[src/sv/c2p_dp_pkg.sv]
`default_nettype none
// ----------------------------------------------------------------------------
// c2p_dp_pkg
// Shared types, widths and codes for the dual-playfield chunky-to-planar block.
// ----------------------------------------------------------------------------
package c2p_dp_pkg;

   localparam int BYTE_W      = 8;
   localparam int NIBBLE_W    = 4;
   localparam int PLANES      = 8;
   localparam int MODE_W      = 2;
   localparam int DIM_W       = 11;
   localparam int STRIDE_W    = 12;
   localparam int OFFSET_W    = 22;
   localparam int GROUP_PIX   = 8;

   localparam int CSR_INDEX_W = 3;
   localparam int CSR_DATA_W  = 12;

   localparam int MAX_WIDTH_DEFAULT  = 1024;
   localparam int MAX_HEIGHT_DEFAULT = 1024;

   // upper bound of either frame dimension over the parameter range
   localparam int POS_LIMIT    = 4096;
   localparam int ROW_FIELD_W  = $clog2(POS_LIMIT);
   localparam int COLB_FIELD_W = $clog2(POS_LIMIT / GROUP_PIX);
   localparam int CMP_W        = ROW_FIELD_W + 1;

   localparam int QDEPTH   = 2;
   localparam int QPTR_W   = $clog2(QDEPTH);
   localparam int QCOUNT_W = $clog2(QDEPTH + 1);

   typedef logic [MODE_W-1:0] layout_type;
   localparam layout_type LAYOUT_PACKED = MODE_W'(0);
   localparam layout_type LAYOUT_BYTE   = MODE_W'(1);
   localparam layout_type LAYOUT_MIXED  = MODE_W'(2);

   typedef enum logic [1:0] {
      STATUS_OK         = 2'd0,
      STATUS_BAD_DIM    = 2'd1,
      STATUS_BAD_STRIDE = 2'd2
   } status_type;

   localparam logic [CSR_INDEX_W-1:0] CSR_LAYOUT_MODE      = CSR_INDEX_W'(0);
   localparam logic [CSR_INDEX_W-1:0] CSR_FRAME_WIDTH      = CSR_INDEX_W'(1);
   localparam logic [CSR_INDEX_W-1:0] CSR_FRAME_HEIGHT     = CSR_INDEX_W'(2);
   localparam logic [CSR_INDEX_W-1:0] CSR_PLANE_ROW_STRIDE = CSR_INDEX_W'(3);
   localparam logic [CSR_INDEX_W-1:0] CSR_FRONT_ROW_STRIDE = CSR_INDEX_W'(4);
   localparam logic [CSR_INDEX_W-1:0] CSR_BACK_ROW_STRIDE  = CSR_INDEX_W'(5);

   localparam logic [DIM_W-1:0]    RESET_FRAME_WIDTH  = DIM_W'(320);
   localparam logic [DIM_W-1:0]    RESET_FRAME_HEIGHT = DIM_W'(256);
   localparam logic [STRIDE_W-1:0] RESET_PLANE_STRIDE = STRIDE_W'(40);
   localparam logic [STRIDE_W-1:0] RESET_SRC_STRIDE   = STRIDE_W'(160);

   typedef logic [PLANES-1:0][BYTE_W-1:0] plane_set_type;

   typedef struct packed {
      layout_type          layout_mode;
      logic [DIM_W-1:0]    frame_width;
      logic [DIM_W-1:0]    frame_height;
      logic [STRIDE_W-1:0] plane_row_stride;
      logic [STRIDE_W-1:0] front_row_stride;
      logic [STRIDE_W-1:0] back_row_stride;
   } cfg_type;

   typedef struct packed {
      plane_set_type           planes;
      logic [ROW_FIELD_W-1:0]  row;
      logic [COLB_FIELD_W-1:0] col_byte;
      logic                    last;
      status_type              status;
   } group_type;

endpackage
`default_nettype wire

[src/sv/c2p_dp_if.sv]
`default_nettype none
// ----------------------------------------------------------------------------
// c2p_dp_req_if / c2p_dp_rsp_if
// Valid/ready channels for pixel requests and plane-group results.
// ----------------------------------------------------------------------------
interface c2p_dp_req_if import c2p_dp_pkg::*; ();
   logic              valid;
   logic              ready;
   logic [BYTE_W-1:0] front_byte;
   logic [BYTE_W-1:0] back_byte;

   modport source (output valid, output front_byte, output back_byte, input ready);
   modport sink   (input valid, input front_byte, input back_byte, output ready);
endinterface

interface c2p_dp_rsp_if import c2p_dp_pkg::*; ();
   logic                valid;
   logic                ready;
   logic [BYTE_W-1:0]   plane_0;
   logic [BYTE_W-1:0]   plane_1;
   logic [BYTE_W-1:0]   plane_2;
   logic [BYTE_W-1:0]   plane_3;
   logic [BYTE_W-1:0]   plane_4;
   logic [BYTE_W-1:0]   plane_5;
   logic [BYTE_W-1:0]   plane_6;
   logic [BYTE_W-1:0]   plane_7;
   logic [OFFSET_W-1:0] byte_offset;
   logic                last_of_frame;
   logic [1:0]          status;

   modport source (output valid, output plane_0, output plane_1, output plane_2,
                   output plane_3, output plane_4, output plane_5, output plane_6,
                   output plane_7, output byte_offset, output last_of_frame,
                   output status, input ready);
   modport sink   (input valid, input plane_0, input plane_1, input plane_2,
                   input plane_3, input plane_4, input plane_5, input plane_6,
                   input plane_7, input byte_offset, input last_of_frame,
                   input status, output ready);
endinterface
`default_nettype wire

[src/sv/c2p_dp_front.sv]
`default_nettype none
// ----------------------------------------------------------------------------
// c2p_dp_front
// Takes pixel requests, checks the configuration, tracks position and
// gathers plane bits; hands finished groups to the queue.
// ----------------------------------------------------------------------------
module c2p_dp_front import c2p_dp_pkg::*; #(
   parameter int MAX_WIDTH  = MAX_WIDTH_DEFAULT,
   parameter int MAX_HEIGHT = MAX_HEIGHT_DEFAULT
) (
   input  logic      clock,
   input  logic      reset,
   input  cfg_type   cfg,
   c2p_dp_req_if.sink req,
   output logic      push_valid,
   input  logic      push_ready,
   output group_type push_group
);

   localparam int COL_W = $clog2(MAX_WIDTH);
   localparam int ROW_W = (MAX_HEIGHT > 1) ? $clog2(MAX_HEIGHT) : 1;

   logic [COL_W-1:0]    column_ff, column_in;
   logic [ROW_W-1:0]    row_ff, row_in;
   plane_set_type       acc_ff, acc_in;

   status_type          status;
   logic                bad_dim, bad_stride, accept, emit, col_wrap, row_wrap;
   logic                front_packed, back_packed;
   logic [STRIDE_W-1:0] need_front, need_back;
   logic [NIBBLE_W-1:0] front_nib, back_nib;
   logic [BYTE_W-1:0]   bit_mask;
   logic [CMP_W-1:0]    column_inc, row_inc;
   plane_set_type       planes_new;

   assign req.ready = push_ready;
   assign accept    = req.valid && push_ready;

   always_comb begin
      unique case (cfg.layout_mode) inside
         LAYOUT_BYTE: begin
            front_packed = 1'b0;
            back_packed  = 1'b0;
         end
         LAYOUT_MIXED: begin
            front_packed = 1'b0;
            back_packed  = 1'b1;
         end
         default: begin
            front_packed = 1'b1;
            back_packed  = 1'b1;
         end
      endcase
      need_front = front_packed ? STRIDE_W'(cfg.frame_width >> 1) : STRIDE_W'(cfg.frame_width);
      need_back  = back_packed  ? STRIDE_W'(cfg.frame_width >> 1) : STRIDE_W'(cfg.frame_width);

      bad_dim = (cfg.frame_width == '0) || (cfg.frame_height == '0) ||
                (cfg.frame_width[2:0] != 3'd0) ||
                (CMP_W'(cfg.frame_width) > CMP_W'(MAX_WIDTH)) ||
                (CMP_W'(cfg.frame_height) > CMP_W'(MAX_HEIGHT));
      bad_stride = (cfg.plane_row_stride < STRIDE_W'(cfg.frame_width >> 3)) ||
                   (cfg.front_row_stride < need_front) ||
                   (cfg.back_row_stride < need_back);
      if (bad_dim) begin
         status = STATUS_BAD_DIM;
      end else if (bad_stride) begin
         status = STATUS_BAD_STRIDE;
      end else begin
         status = STATUS_OK;
      end
   end

   always_comb begin
      front_nib = (front_packed && !column_ff[0]) ? req.front_byte[7:4] : req.front_byte[3:0];
      back_nib  = (back_packed && !column_ff[0])  ? req.back_byte[7:4]  : req.back_byte[3:0];
      bit_mask  = BYTE_W'(8'h80 >> column_ff[2:0]);
      for (int k = 0; k < NIBBLE_W; k++) begin
         planes_new[2*k]   = acc_ff[2*k]   | (front_nib[k] ? bit_mask : '0);
         planes_new[2*k+1] = acc_ff[2*k+1] | (back_nib[k]  ? bit_mask : '0);
      end
      column_inc = CMP_W'(column_ff) + CMP_W'(1);
      row_inc    = CMP_W'(row_ff) + CMP_W'(1);
      col_wrap   = column_inc >= CMP_W'(cfg.frame_width);
      row_wrap   = row_inc >= CMP_W'(cfg.frame_height);
      emit       = column_ff[2:0] == 3'd7;
   end

   always_comb begin
      push_valid = accept && ((status != STATUS_OK) || emit);
      if (status != STATUS_OK) begin
         push_group.planes   = '0;
         push_group.row      = '0;
         push_group.col_byte = '0;
         push_group.last     = 1'b0;
      end else begin
         push_group.planes   = planes_new;
         push_group.row      = ROW_FIELD_W'(row_ff);
         push_group.col_byte = COLB_FIELD_W'(column_ff >> 3);
         push_group.last     = col_wrap && row_wrap;
      end
      push_group.status = status;
   end

   always_comb begin
      column_in = column_ff;
      row_in    = row_ff;
      acc_in    = acc_ff;
      if (accept) begin
         if (status != STATUS_OK) begin
            column_in = '0;
            row_in    = '0;
            acc_in    = '0;
         end else begin
            acc_in = emit ? '0 : planes_new;
            if (col_wrap) begin
               column_in = '0;
               row_in    = row_wrap ? '0 : ROW_W'(row_inc);
            end else begin
               column_in = COL_W'(column_inc);
            end
         end
      end
   end

   always_ff @(posedge clock) begin
      if (reset) begin
         column_ff <= '0;
         row_ff    <= '0;
         acc_ff    <= '0;
      end else begin
         column_ff <= column_in;
         row_ff    <= row_in;
         acc_ff    <= acc_in;
      end
   end

endmodule
`default_nettype wire

[src/sv/c2p_dp_queue.sv]
`default_nettype none
// ----------------------------------------------------------------------------
// c2p_dp_queue
// Short FIFO of finished plane groups between the front and back ends.
// ----------------------------------------------------------------------------
module c2p_dp_queue import c2p_dp_pkg::*; (
   input  logic      clock,
   input  logic      reset,
   input  logic      push,
   input  group_type push_group,
   output logic      push_ready,
   input  logic      pop,
   output logic      head_valid,
   output group_type head_group
);

   group_type           mem_ff [QDEPTH];
   logic [QPTR_W-1:0]   wr_ptr_ff, wr_ptr_in;
   logic [QPTR_W-1:0]   rd_ptr_ff, rd_ptr_in;
   logic [QCOUNT_W-1:0] count_ff, count_in;

   assign push_ready = count_ff < QCOUNT_W'(QDEPTH);
   assign head_valid = count_ff != '0;
   assign head_group = mem_ff[rd_ptr_ff];

   always_comb begin
      wr_ptr_in = wr_ptr_ff;
      rd_ptr_in = rd_ptr_ff;
      count_in  = count_ff;
      if (push) begin
         wr_ptr_in = (wr_ptr_ff == QPTR_W'(QDEPTH - 1)) ? '0 : wr_ptr_ff + QPTR_W'(1);
      end
      if (pop) begin
         rd_ptr_in = (rd_ptr_ff == QPTR_W'(QDEPTH - 1)) ? '0 : rd_ptr_ff + QPTR_W'(1);
      end
      if (push && !pop) begin
         count_in = count_ff + QCOUNT_W'(1);
      end else if (pop && !push) begin
         count_in = count_ff - QCOUNT_W'(1);
      end
   end

   always_ff @(posedge clock) begin
      if (push) begin
         mem_ff[wr_ptr_ff] <= push_group;
      end
   end

   always_ff @(posedge clock) begin
      if (reset) begin
         wr_ptr_ff <= '0;
         rd_ptr_ff <= '0;
         count_ff  <= '0;
      end else begin
         wr_ptr_ff <= wr_ptr_in;
         rd_ptr_ff <= rd_ptr_in;
         count_ff  <= count_in;
      end
   end

   a_no_overflow: assert property (@(posedge clock) disable iff (reset)
      push |-> push_ready)
      else $error("group pushed into full queue");

   a_no_underflow: assert property (@(posedge clock) disable iff (reset)
      pop |-> head_valid)
      else $error("pop from empty queue");

   a_count_bound: assert property (@(posedge clock) disable iff (reset)
      count_ff <= QCOUNT_W'(QDEPTH))
      else $error("queue count beyond depth");

   a_count_track: assert property (@(posedge clock) disable iff (reset)
      (push && !pop) |=> (count_ff == $past(count_ff) + QCOUNT_W'(1)))
      else $error("queue count lost a push");

endmodule
`default_nettype wire

[src/sv/c2p_dp_back.sv]
`default_nettype none
// ----------------------------------------------------------------------------
// c2p_dp_back
// Pops plane groups, forms the destination offset and holds the result.
// ----------------------------------------------------------------------------
module c2p_dp_back import c2p_dp_pkg::*; (
   input  logic                clock,
   input  logic                reset,
   input  logic [STRIDE_W-1:0] plane_row_stride,
   input  logic                head_valid,
   input  group_type           head_group,
   output logic                pop,
   c2p_dp_rsp_if.source        rsp
);

   logic                              out_valid_ff, out_valid_in;
   plane_set_type                     planes_ff;
   logic [OFFSET_W-1:0]               offset_ff, offset_in;
   logic                              last_ff;
   status_type                        status_ff;
   logic [ROW_FIELD_W+STRIDE_W-1:0]   product;

   assign pop          = head_valid && (!out_valid_ff || rsp.ready);
   assign out_valid_in = pop || (out_valid_ff && !rsp.ready);
   assign product      = (ROW_FIELD_W + STRIDE_W)'(head_group.row) *
                         (ROW_FIELD_W + STRIDE_W)'(plane_row_stride);
   assign offset_in    = OFFSET_W'(product) + OFFSET_W'(head_group.col_byte);

   always_ff @(posedge clock) begin
      if (reset) begin
         out_valid_ff <= 1'b0;
      end else begin
         out_valid_ff <= out_valid_in;
      end
   end

   always_ff @(posedge clock) begin
      if (pop) begin
         planes_ff <= head_group.planes;
         offset_ff <= offset_in;
         last_ff   <= head_group.last;
         status_ff <= head_group.status;
      end
   end

   assign rsp.valid         = out_valid_ff;
   assign rsp.plane_0       = planes_ff[0];
   assign rsp.plane_1       = planes_ff[1];
   assign rsp.plane_2       = planes_ff[2];
   assign rsp.plane_3       = planes_ff[3];
   assign rsp.plane_4       = planes_ff[4];
   assign rsp.plane_5       = planes_ff[5];
   assign rsp.plane_6       = planes_ff[6];
   assign rsp.plane_7       = planes_ff[7];
   assign rsp.byte_offset   = offset_ff;
   assign rsp.last_of_frame = last_ff;
   assign rsp.status        = status_ff;

endmodule
`default_nettype wire

[src/sv/chunky_to_planar_dual_playfield_top.sv]
`default_nettype none
// ----------------------------------------------------------------------------
// chunky_to_planar_dual_playfield_top
// Dual-playfield chunky-to-planar converter with register file.
// ----------------------------------------------------------------------------
// One pixel request is taken every clock while the group queue has room. Each
// eighth pixel of a row yields one result of eight plane bytes and its
// destination offset; while the configuration is invalid every request
// yields a result with a status code. A completed result is written from the
// front end into the group queue and passes through the offset multiplier
// into the output register. A stalled result side backs up the two-entry
// queue before requests are held off.
// ----------------------------------------------------------------------------
module chunky_to_planar_dual_playfield_top import c2p_dp_pkg::*; #(
   parameter int MAX_WIDTH  = MAX_WIDTH_DEFAULT,
   parameter int MAX_HEIGHT = MAX_HEIGHT_DEFAULT
) (
   input  logic                   clock,
   input  logic                   reset,
   c2p_dp_req_if.sink             req_bus,
   c2p_dp_rsp_if.source           rsp_bus,
   input  logic                   csr_we,
   input  logic [CSR_INDEX_W-1:0] csr_index,
   input  logic [CSR_DATA_W-1:0]  csr_wdata
);

   cfg_type   cfg_ff, cfg_in;
   logic      push_valid, push_ready, pop, head_valid;
   group_type push_group, head_group;

   always_comb begin
      cfg_in = cfg_ff;
      if (csr_we) begin
         unique case (csr_index)
            CSR_LAYOUT_MODE:      cfg_in.layout_mode      = MODE_W'(csr_wdata);
            CSR_FRAME_WIDTH:      cfg_in.frame_width      = DIM_W'(csr_wdata);
            CSR_FRAME_HEIGHT:     cfg_in.frame_height     = DIM_W'(csr_wdata);
            CSR_PLANE_ROW_STRIDE: cfg_in.plane_row_stride = STRIDE_W'(csr_wdata);
            CSR_FRONT_ROW_STRIDE: cfg_in.front_row_stride = STRIDE_W'(csr_wdata);
            CSR_BACK_ROW_STRIDE:  cfg_in.back_row_stride  = STRIDE_W'(csr_wdata);
            default: ;
         endcase
      end
   end

   always_ff @(posedge clock) begin
      if (reset) begin
         cfg_ff.layout_mode      <= LAYOUT_PACKED;
         cfg_ff.frame_width      <= RESET_FRAME_WIDTH;
         cfg_ff.frame_height     <= RESET_FRAME_HEIGHT;
         cfg_ff.plane_row_stride <= RESET_PLANE_STRIDE;
         cfg_ff.front_row_stride <= RESET_SRC_STRIDE;
         cfg_ff.back_row_stride  <= RESET_SRC_STRIDE;
      end else begin
         cfg_ff <= cfg_in;
      end
   end

   c2p_dp_front #(
      .MAX_WIDTH  (MAX_WIDTH),
      .MAX_HEIGHT (MAX_HEIGHT)
   ) u_front (
      .clock      (clock),
      .reset      (reset),
      .cfg        (cfg_ff),
      .req        (req_bus),
      .push_valid (push_valid),
      .push_ready (push_ready),
      .push_group (push_group)
   );

   c2p_dp_queue u_queue (
      .clock      (clock),
      .reset      (reset),
      .push       (push_valid),
      .push_group (push_group),
      .push_ready (push_ready),
      .pop        (pop),
      .head_valid (head_valid),
      .head_group (head_group)
   );

   c2p_dp_back u_back (
      .clock            (clock),
      .reset            (reset),
      .plane_row_stride (cfg_ff.plane_row_stride),
      .head_valid       (head_valid),
      .head_group       (head_group),
      .pop              (pop),
      .rsp              (rsp_bus)
   );

endmodule
`default_nettype wire
[src/flat_wrapper.sv]
// flat-port wrapper written by rule: the top's interface ports become plain ports
module chunky_to_planar_dual_playfield_top_flat import c2p_dp_pkg::*;
#(
   parameter int MAX_WIDTH  = MAX_WIDTH_DEFAULT,
   parameter int MAX_HEIGHT = MAX_HEIGHT_DEFAULT
)
  (clock, reset, csr_we, csr_index, csr_wdata, req_bus_valid, req_bus_front_byte, req_bus_back_byte, req_bus_ready, rsp_bus_valid, rsp_bus_plane_0, rsp_bus_plane_1, rsp_bus_plane_2, rsp_bus_plane_3, rsp_bus_plane_4, rsp_bus_plane_5, rsp_bus_plane_6, rsp_bus_plane_7, rsp_bus_byte_offset, rsp_bus_last_of_frame, rsp_bus_status, rsp_bus_ready);
  c2p_dp_req_if req_bus_i ();
  c2p_dp_rsp_if rsp_bus_i ();
  input  logic clock;
  input  logic reset;
  input  logic csr_we;
  input  logic [CSR_INDEX_W-1:0] csr_index;
  input  logic [CSR_DATA_W-1:0] csr_wdata;
  input wire logic [$bits(req_bus_i.valid)-1:0] req_bus_valid;
  input wire logic [$bits(req_bus_i.front_byte)-1:0] req_bus_front_byte;
  input wire logic [$bits(req_bus_i.back_byte)-1:0] req_bus_back_byte;
  output wire logic [$bits(req_bus_i.ready)-1:0] req_bus_ready;
  output wire logic [$bits(rsp_bus_i.valid)-1:0] rsp_bus_valid;
  output wire logic [$bits(rsp_bus_i.plane_0)-1:0] rsp_bus_plane_0;
  output wire logic [$bits(rsp_bus_i.plane_1)-1:0] rsp_bus_plane_1;
  output wire logic [$bits(rsp_bus_i.plane_2)-1:0] rsp_bus_plane_2;
  output wire logic [$bits(rsp_bus_i.plane_3)-1:0] rsp_bus_plane_3;
  output wire logic [$bits(rsp_bus_i.plane_4)-1:0] rsp_bus_plane_4;
  output wire logic [$bits(rsp_bus_i.plane_5)-1:0] rsp_bus_plane_5;
  output wire logic [$bits(rsp_bus_i.plane_6)-1:0] rsp_bus_plane_6;
  output wire logic [$bits(rsp_bus_i.plane_7)-1:0] rsp_bus_plane_7;
  output wire logic [$bits(rsp_bus_i.byte_offset)-1:0] rsp_bus_byte_offset;
  output wire logic [$bits(rsp_bus_i.last_of_frame)-1:0] rsp_bus_last_of_frame;
  output wire logic [$bits(rsp_bus_i.status)-1:0] rsp_bus_status;
  input wire logic [$bits(rsp_bus_i.ready)-1:0] rsp_bus_ready;
  assign req_bus_i.valid = req_bus_valid;
  assign req_bus_i.front_byte = req_bus_front_byte;
  assign req_bus_i.back_byte = req_bus_back_byte;
  assign req_bus_ready = req_bus_i.ready;
  assign rsp_bus_valid = rsp_bus_i.valid;
  assign rsp_bus_plane_0 = rsp_bus_i.plane_0;
  assign rsp_bus_plane_1 = rsp_bus_i.plane_1;
  assign rsp_bus_plane_2 = rsp_bus_i.plane_2;
  assign rsp_bus_plane_3 = rsp_bus_i.plane_3;
  assign rsp_bus_plane_4 = rsp_bus_i.plane_4;
  assign rsp_bus_plane_5 = rsp_bus_i.plane_5;
  assign rsp_bus_plane_6 = rsp_bus_i.plane_6;
  assign rsp_bus_plane_7 = rsp_bus_i.plane_7;
  assign rsp_bus_byte_offset = rsp_bus_i.byte_offset;
  assign rsp_bus_last_of_frame = rsp_bus_i.last_of_frame;
  assign rsp_bus_status = rsp_bus_i.status;
  assign rsp_bus_i.ready = rsp_bus_ready;
  chunky_to_planar_dual_playfield_top #(.MAX_WIDTH(MAX_WIDTH), .MAX_HEIGHT(MAX_HEIGHT)) u_core (.clock(clock), .reset(reset), .req_bus(req_bus_i), .rsp_bus(rsp_bus_i), .csr_we(csr_we), .csr_index(csr_index), .csr_wdata(csr_wdata));
endmodule
[config.mk]
export PLATFORM = sky130hd
export DESIGN_NAME = chunky_to_planar_dual_playfield_top_flat
export DESIGN_NICKNAME = d
export VERILOG_FILES = /design/src/sv/c2p_dp_pkg.sv /design/src/sv/c2p_dp_if.sv /design/src/sv/c2p_dp_front.sv /design/src/sv/c2p_dp_queue.sv /design/src/sv/c2p_dp_back.sv /design/src/sv/chunky_to_planar_dual_playfield_top.sv /design/src/flat_wrapper.sv
export SDC_FILE = /design/constraint.sdc
export NUM_CORES = 1
export LEC_CHECK = 0
export ABC_AREA = 1
export BUFFER_PORTS_ARGS = -buffer_cell sky130_fd_sc_hd__buf_2
export CAP_MARGIN = 20
export CORE_ASPECT_RATIO = 1.1
export CORE_MARGIN = 4
export CORE_UTILIZATION = 56
export DETAILED_ROUTE_END_ITERATION = 8
export PLACE_DENSITY = 0.85
export SLEW_MARGIN = 15
export SYNTH_ARGS = -nofsm -noshare
export SYNTH_HDL_FRONTEND = slang
export SYNTH_SLANG_ARGS = --single-unit
[constraint.sdc]
create_clock -name clock -period 6.6 [get_ports clock]
set_input_delay 1.32 -clock clock [delete_from_list [all_inputs] [get_ports clock]]
set_output_delay 1.32 -clock clock [all_outputs]
set_load 0.05 [all_outputs]
==> summary.txt, run 1 <==
Power
  • Internal: approximately 0.0060 W
  • Switching power: around 0.0046 W
  • Clk network pwr share: 21.3%
  • PD cells: ~430 nW/µm²
  • Peak VDD IR: 0.479 mV
  • Net Sw Frac: a little over two fifths
  • Combinational Power Share: 44.6%
  • Leakage: approximately 10 nW
  • Flop pwr share: approximately 34%

Timing
  • Setup violations, final: 0
  • Worst Tran Pin Value: 1.00 ns
  • RSZ-0062 raised after global routing: false
  • Fmax achieved: approximately 170 MHz
  • Final slew viol count: 0
  • Setup TNS: 0 ns
  • Minimum clock period: approximately 6.0 ns
  • Fin. Hold Viols: 0
  • Clk_skew: 0.0456 ns
  • Rel. slew slack: roughly 33%
  • Fin crit share: between 90% and 100%

Yosys
  • Largest family of logic cells by synthesized area: simple AND/OR/NAND/NOR gates
  • Synth Area in Adders: 15.1%
  • Synth Area in Simple Gates: a little under a fifth
  • Synth Flop Type: edfxtp_1
  • Synth warnings: 0
  • Syn Nets: around 2500
  • Synth Area in XOR/XNOR: 1.11%
  • Syn Inst Count: 2285
  • Mapped Area: 22000 µm²
  • Sequential share of the synthesized area: between 40% and 50%
  • Avg Inst Size Synth: roughly 9.6 µm²
  • Number of synthesized flops with an enable pin: 257
  • Mux cell area share after synthesis: 0.568%
  • Yosys cell types: between 40 and 50
  • Flop and latch count out of synthesis: 407
  • Asr flop ratio synth: 0%
  • Synth Area in Compound Gates: 9.20%

Floorplanning
  • DIE AREA: 42600 µm²
  • Die X: 197 µm
  • FP Rows: 75
  • Initial core utilization: around 57%
  • Core area: just under 40000 µm²
  • DIE HEIGHT: between 200 and 250 µm
  • Io pins: 127

Min path
  • Hold Path Class: flip-flop to flip-flop
  • Sink of the worst hold path: u_core.u_front.acc_ff[56]
  • Hold Crit Start: u_core.u_front.acc_ff[56]
  • WHS Path Cells: 2

Critical path
  • Critical path arrival: ~6.3 ns
  • Reg2Reg Depth: 23
  • Reg-to-reg slack, setup: roughly 0.61 ns
  • RR Endpoint: u_core.u_back.rsp.byte_offset[18]
  • Startpoint class of the critical path: flip-flop
  • Worst Path Class, Setup: flip-flop to flip-flop
  • Worst Path Max Fanout: 16
  • Crit end category: flip-flop
  • Critical Path RT: about 7.0 ns

Cells and area
  • FILL cells: between 2000 and 3000
  • Ant. Diodes: 0
  • Layout cells sized above 1: 15.2%
  • Final instance area: approximately 24000 µm²
  • Layout area overhead: 10.7%
  • Final Util: between 60 and 70%
  • Final net count: 2647

Clock tree
  • Clk buf depth: 3
  • CTS resizes: 0
  • Clock transition at path regs: ~0.06 ns
  • Cts bufs inserted: between 40 and 50
  • Hold-fix buffers at CTS: 0
  • Setup Buffers After CTS: 0
  • Clock sinks: ~410
  • Worst skew pair latency: between 0.5 and 0.6 ns
  • CTS Root Buffer Type: clkbuf_16
  • H-tree Lvls: 2
  • CTS tree: built

Global routing
  • Total gr overflow: 0
  • Overall global routing resource usage: 24.5%
  • Initial antenna violation count: 0
  • GR Util met2: approximately two fifths
  • Vias in the first global route: 16100
  • First-pass GRT wire length: around 84000 µm
  • GRT met1 Usage: about a third
  • Largest net degree at the start of global routing: 80
  • Most Crowded Layer GR: met2
  • Grt met3 use: about 4%

Place
  • HPWL after detailed placement: approximately 37000 µm
  • Placed Area: roughly 23000 µm²
  • IO Port Bufs: approximately 130
  • Routability cong.: just under 1

Route
  • DR vias/cell: 5.56
  • Final ANT Viol Nets: 0
  • DRT Pass-1 Iters: 7
  • Routed length per placed instance: 18.0 µm
  • Drt total wl: 52900 µm
  • Via count: 16300
  • Iteration-0 DRC Markers: roughly 1400
  • DRC viols: 0

Run status
  • Outcome: finished, final reports clean

Run
  • Max-cap violations: 0
[flip-flops by register name, indices dropped and copies added (netlist names), 10 cells and up, named ones only]
register and flops:
u_core.u_queue.mem_ff 168, u_core.u_front.acc_ff 64, u_core.cfg_ff 60, u_core.u_back.rsp.byte_offset 22, u_core.u_front.column_ff 10, u_core.u_front.row_ff 10
[cell type report]
type                    count  area (µm²)  area share (%)
repair buffers            146         808            3.31
inverters                 295        1110            4.55
multi-input cells        1506        9830            40.3
clock inverters            20         179           0.733
flip-flops and latches    407       10700            43.9
well taps                 500         626            2.56
clock buffers              56        1120            4.61
[worst max path at each step]
stage / cells after the start / slack, ns / end
4_1_cts: 23 / 0.62 / u_core.u_back.rsp.byte_offset[18]
6_report: 23 / 0.61 / u_core.u_back.rsp.byte_offset[18]
2_1_floorplan: 14 / 0.24 / u_core.u_queue.mem_ff[0][0]
3_5_place_dp: 23 / 0.60 / u_core.u_back.rsp.byte_offset[18]
5_1_grt: 23 / 0.16 / u_core.u_back.rsp.byte_offset[18]
3_3_place_gp: 23 / 0.80 / u_core.u_back.rsp.byte_offset[18]
[cell families after synthesis]
group,count (synthesis)
adders and majority gates,214
AOI/OAI and AO/OA,341
buffers and inverters,372
xor gates and xnor gates,28
and+or+nand+nor,911
muxes,12
DFF,407
[layout by cell type, fill, tap and decap left out, types with 41 or more instances in the layout]
| cell type | Yosys | routed |
|---|---|---|
| o21ai_0 | 94 | 94 |
| buf_2 | 11 | 125 |
| inv_1 | 282 | 279 |
| nand2_1 | 529 | 528 |
| clkbuf_16 | 0 | 41 |
| a21oi_1 | 139 | 139 |
| edfxtp_1 | 257 | 257 |
| nor2_4 | 53 | 55 |
| dfxtp_1 | 150 | 149 |
| nor2_1 | 211 | 209 |
| ha_1 | 128 | 128 |
| a21oi_2 | 51 | 51 |
| fa_1 | 86 | 86 |
[power by group through the flow]
| stage | clock, W | sequential, W | combinational, W |
|---|---|---|---|
| final | 0.00225 | 0.00359 | 0.00471 |
| after global placement | 0 | 0.00363 | 0.00455 |
| after detailed placement | 0 | 0.00364 | 0.00468 |
| after CTS | 0.00228 | 0.00360 | 0.00471 |
| after global routing | 0.00238 | 0.00363 | 0.00522 |
| after floorplan | 0 | 0.00461 | 0.00262 |
[cell usage after synthesis (6+ instances only)]
| library cell | count | area (µm²) |
|---|---|---|
| edfxtp_1 | 257 | 7720 |
| clkbuf_1 | 50 | 188 |
| buf_2 | 11 | 55.1 |
| buf_1 | 7 | 26.3 |
| xnor2_1 | 6 | 52.6 |
| mux2i_1 | 8 | 80.1 |
| nor2_1 | 211 | 792 |
| o21bai_1 | 28 | 210 |
| a21oi_2 | 51 | 447 |
| inv_1 | 282 | 1060 |
| inv_2 | 11 | 41.3 |
| nand2_2 | 15 | 93.8 |
| nor3_1 | 13 | 65.1 |
| or2_2 | 12 | 75.1 |
| nand2_1 | 529 | 1990 |
| a21oi_1 | 139 | 696 |
| nand3_1 | 34 | 170 |
| o21ai_1 | 12 | 60.1 |
| fa_1 | 86 | 1720 |
| nand4_1 | 31 | 194 |
| nor2_4 | 53 | 597 |
| ha_1 | 128 | 1600 |
| dfxtp_1 | 150 | 3000 |
| o21ai_0 | 94 | 470 |
| xor2_1 | 22 | 193 |
[metal layers]
metal  vias up  wire (µm)
li1       7675          -
met3       163       3980
met5         -          0
met4         0       2400
met2       707      25500
met1      7748      21000
[worst max-delay path, stage by stage (launching register included)]
cell,delay (ns)
dfxtp_2,0.50
inv_2,0.14
or2_2,0.29
o21ai_1,0.30
inv_1,0.22
nand2_1,0.14
fa_1,0.42
fa_1,0.50
inv_1,0.05
fa_1,0.50
fa_1,0.54
inv_1,0.06
fa_1,0.53
inv_1,0.04
ha_1,0.34
a21oi_1,0.16
o21ai_0,0.13
a21oi_1,0.26
inv_1,0.08
a21oi_1,0.24
or2_1,0.16
nand2_1,0.05
nand2_1,0.07
nand2_1,0.04
[per-stage QoR]
stage               hold slack (ns)  std cells  setup slack, ns  total power, W
detailed placement            0.436       2853            0.603         0.00832
floorplan                     0.424       2285            0.243         0.00723
global route                  0.469       2930            0.158          0.0112
finish                        0.451       2930            0.611          0.0106
CTS                           0.449       2929            0.616          0.0106
global placement              0.432       2853            0.803         0.00817
No activity file was read; power rests on OpenSTA's default activity.
==> run 2, diff against run 1 <==
--- a/config.mk
+++ b/config.mk
@@ -6,12 +6,14 @@
 export NUM_CORES = 1
 export LEC_CHECK = 0
 export ABC_AREA = 1
+export ABC_CLOCK_PERIOD_IN_PS = 6600
 export BUFFER_PORTS_ARGS = -buffer_cell sky130_fd_sc_hd__buf_2
 export CAP_MARGIN = 20
 export CORE_ASPECT_RATIO = 1.1
 export CORE_MARGIN = 4
 export CORE_UTILIZATION = 56
 export DETAILED_ROUTE_END_ITERATION = 8
+export MAX_ROUTING_LAYER = met4
 export PLACE_DENSITY = 0.85
 export SLEW_MARGIN = 15
 export SYNTH_ARGS = -nofsm -noshare
==> summary.txt, run 2 (synthesis results as in run 1) <==
Timing
  • RSZ-0062 raised after global routing: false
  • Final slew viol count: 0 (unchanged)
  • Setup TNS: 0 ns (unchanged)
  • Clk_skew: 0.0290 ns (-0.0166 ns)
  • Rel. slew slack: 32.1% (-0.89 points)
  • Fmax achieved: 166 MHz (-0.35%)
  • Worst Tran Pin Value: 1.02 ns (+0.0121 ns)
  • Minimum clock period: 6.01 ns (+0.0209 ns)
  • Fin crit share: 91.1% (+0.32 points)
  • Fin. Hold Viols: 0 (unchanged)
  • Setup violations, final: 0 (unchanged)

Floorplanning
  • Core area: 38500 µm² (unchanged)
  • Initial core utilization: 57.3% (unchanged)
  • Die X: 197 µm (unchanged)
  • Io pins: 127 (unchanged)
  • DIE HEIGHT: 216 µm (unchanged)
  • FP Rows: 75 (unchanged)
  • DIE AREA: 42600 µm² (unchanged)

Clock tree
  • Worst skew pair latency: 0.58 ns (about the same)
  • Hold-fix buffers at CTS: 0 (unchanged)
  • CTS resizes: 0 (unchanged)
  • Setup Buffers After CTS: 0 (unchanged)
  • Clock transition at path regs: 0.06 ns (about the same)
  • Clk buf depth: 3 (unchanged)
  • Cts bufs inserted: 41 (unchanged)
  • CTS tree: built
  • H-tree Lvls: 2 (unchanged)
  • CTS Root Buffer Type: clkbuf_16
  • Clock sinks: 407 (unchanged)

Run
  • Max-cap violations: 0 (unchanged)

Place
  • Placed Area: 23100 µm² (about the same)
  • Routability cong.: 0.980 (-0.10%)
  • HPWL after detailed placement: 36200 µm (-1.7%)
  • IO Port Bufs: 126 (unchanged)

Global routing
  • Vias in the first global route: 16200 (+0.90%)
  • First-pass GRT wire length: 84800 µm (+1.1%)
  • Initial antenna violation count: 0 (unchanged)
  • Largest net degree at the start of global routing: 80 (unchanged)
  • Overall global routing resource usage: 25.4% (+0.93 points)
  • Total gr overflow: 0 (unchanged)

Critical path
  • Slowest cell on the critical path: fa_1
  • Startpoint class of the critical path: flip-flop
  • Worst path bufs/invs: 6 (unchanged)
  • Delay-heaviest family, CP: adder cells
  • RR Endpoint: u_core.u_back.rsp.byte_offset[18]
  • Critical path arrival: 6.33 ns (about the same)
  • Crit end category: flip-flop
  • Reg-to-reg slack, setup: 0.59 ns (-0.02 ns)
  • Reg2Reg Depth: 23 (unchanged)
  • Crit-path cells: inv_2 > or2_2 > o21ai_1 > inv_1 > nand2_1 > fa_1 > fa_1 > inv_1 > fa_1 > fa_1 > inv_1 > fa_1 > inv_1 > ha_1 > a21oi_1 > o21ai_0 > a21oi_1 > inv_1 > a21oi_1 > or2_1 > nand2_1 > nand2_1 > nand2_1
  • Worst Path Class, Setup: flip-flop to flip-flop
  • Critical Path RT: 6.92 ns (-0.03 ns)
  • Worst Path Max Fanout: 13 (-3)
  • CP peak stage delay: 0.56 ns (+0.02 ns)

Route
  • Routed length per placed instance: 18.2 µm (+0.78%)
  • Final ANT Viol Nets: 0 (unchanged)
  • DRC viols: 0 (unchanged)
  • DRT Pass-1 Iters: 6 (-1)
  • Via count: 16300 (-0.068%)
  • Drt total wl: 53300 µm (+0.75%)
  • Iteration-0 DRC Markers: 1546 (+6.8%)
  • DR vias/cell: 5.56 (about the same)

Cells and area
  • Footprint of the multi-input gates: 9830 µm² (unchanged)
  • Ant. Diodes: 0 (unchanged)
  • Layout cells sized above 1: 15.3% (+0.089 points)
  • Final net count: 2646 (-0.038%)
  • Commonest non-fill, non-tap cell in the layout: nand2_1
  • Most frequent cells in the layout: 528 x nand2_1, 279 x inv_1, 257 x edfxtp_1
  • Layout area overhead: 11.3%
  • Top Registers: u_core.u_queue.mem_ff (168), u_core.u_front.acc_ff (64), u_core.cfg_ff (60)
  • Max reg flops: 168 (unchanged)
  • FILL cells: 2889 (-2.9%)
  • Register area: 10700 µm² (unchanged)
  • Final instance area: 24500 µm² (+0.54%)
  • Top reg by flops: u_core.u_queue.mem_ff

Min path
  • WHS Path Cells: 2 (unchanged)
  • Hold Path Class: flip-flop to flip-flop
  • Hold Crit Start: u_core.u_front.acc_ff[16]
  • Sink of the worst hold path: u_core.u_front.acc_ff[16]

Power
  • Internal: 0.00617 W (+3.0%)
  • Flop pwr share: 33.3% (-0.7 points)
  • Combinational Power Share: 44.0% (-0.6 points)
  • Leakage: 10.3 nW (+0.60%)
  • Peak VDD IR: 0.517 mV (+8.0%)
  • Clk network pwr share: 22.7% (+1.4 points)
  • PD cells: 439 nW/µm² (+1.5%)
  • Switching power: 0.00460 W (+0.81%)
  • Net Sw Frac: 42.7% (-0.54 points)

Run status
  • Outcome: finished, final reports clean
run 2: cell types whose count changed in the layout (fill, tap and decap cells not counted), moves of 2 or more:
| cell | previous run | this run |
|---|---|---|
| buf_4 | 19 | 17 |
| bufinv_16 | 1 | 5 |
| clkbuf_1 | 10 | 6 |
| clkbuf_16 | 41 | 43 |
| clkbuf_8 | 4 | 2 |
| clkinv_4 | 2 | 0 |
run 2: metrics by stage:
step | instances | setup WS, ns | power [W] | util (%) | hold WS (ns)
after floorplan | 2285 | 0.243 | 0.00723 | - | 0.424
after global placement | 2852 | 0.848 | 0.00817 | 60.0 | 0.431
after detailed placement | 2852 | 0.660 | 0.00832 | 60.0 | 0.435
after CTS | 2928 | 0.630 | 0.0108 | 63.7 | 0.446
after global routing | 2929 | 0.150 | 0.0115 | 63.8 | 0.469
final | 2929 | 0.590 | 0.0108 | 63.8 | 0.450
run 2: layout make-up:
type / count / share of cell area, %
multi-input combinational: 1506 / 40.1
tap: 500 / 2.55
inverter: 295 / 4.52
sequential: 407 / 43.7
clock buffer: 51 / 4.59
clock inverter: 25 / 1.23
timing repair buffer: 145 / 3.32
run 2: metal layers:
metal | share of wire [%] | up-vias | track usage (%) | routed length (µm)
li1 | - | 7668 | - | -
met1 | 40 | 7787 | 32.1 | 21600
met2 | 49 | 696 | 41.5 | 26000
met5 | 0 | - | - | 0
met4 | 3.6 | 0 | 9.48 | 1940
met3 | 7.1 | 131 | 4.12 | 3790
run 2: power by group through the flow:
stage	registers (W)	clock network, W	logic [W]
after floorplan	0.00461	0	0.00262
after global placement	0.00362	0	0.00455
after detailed placement	0.00363	0	0.00468
after CTS	0.00359	0.00248	0.00472
after global routing	0.00363	0.00258	0.00525
final	0.00359	0.00245	0.00473
run 2: worst max path at each step:
stage	start	end	slack (ns)	cells after the start
final	flip-flop	u_core.u_back.rsp.byte_offset[18]	0.59	23
after global routing	flip-flop	u_core.u_back.rsp.byte_offset[18]	0.15	23
after CTS	flip-flop	u_core.u_back.rsp.byte_offset[18]	0.63	23
after detailed placement	flip-flop	u_core.u_back.rsp.byte_offset[18]	0.66	23
after global placement	flip-flop	u_core.u_back.rsp.byte_offset[18]	0.85	23
after floorplan	u_core.cfg_ff[59]	u_core.u_queue.mem_ff[0][0]	0.24	14
run 2: worst min-delay path, stage by stage, from the launching register on:
cell and delay (ns):
dfxtp_1 0.31, nand2_1 0.06, nor2_1 0.04
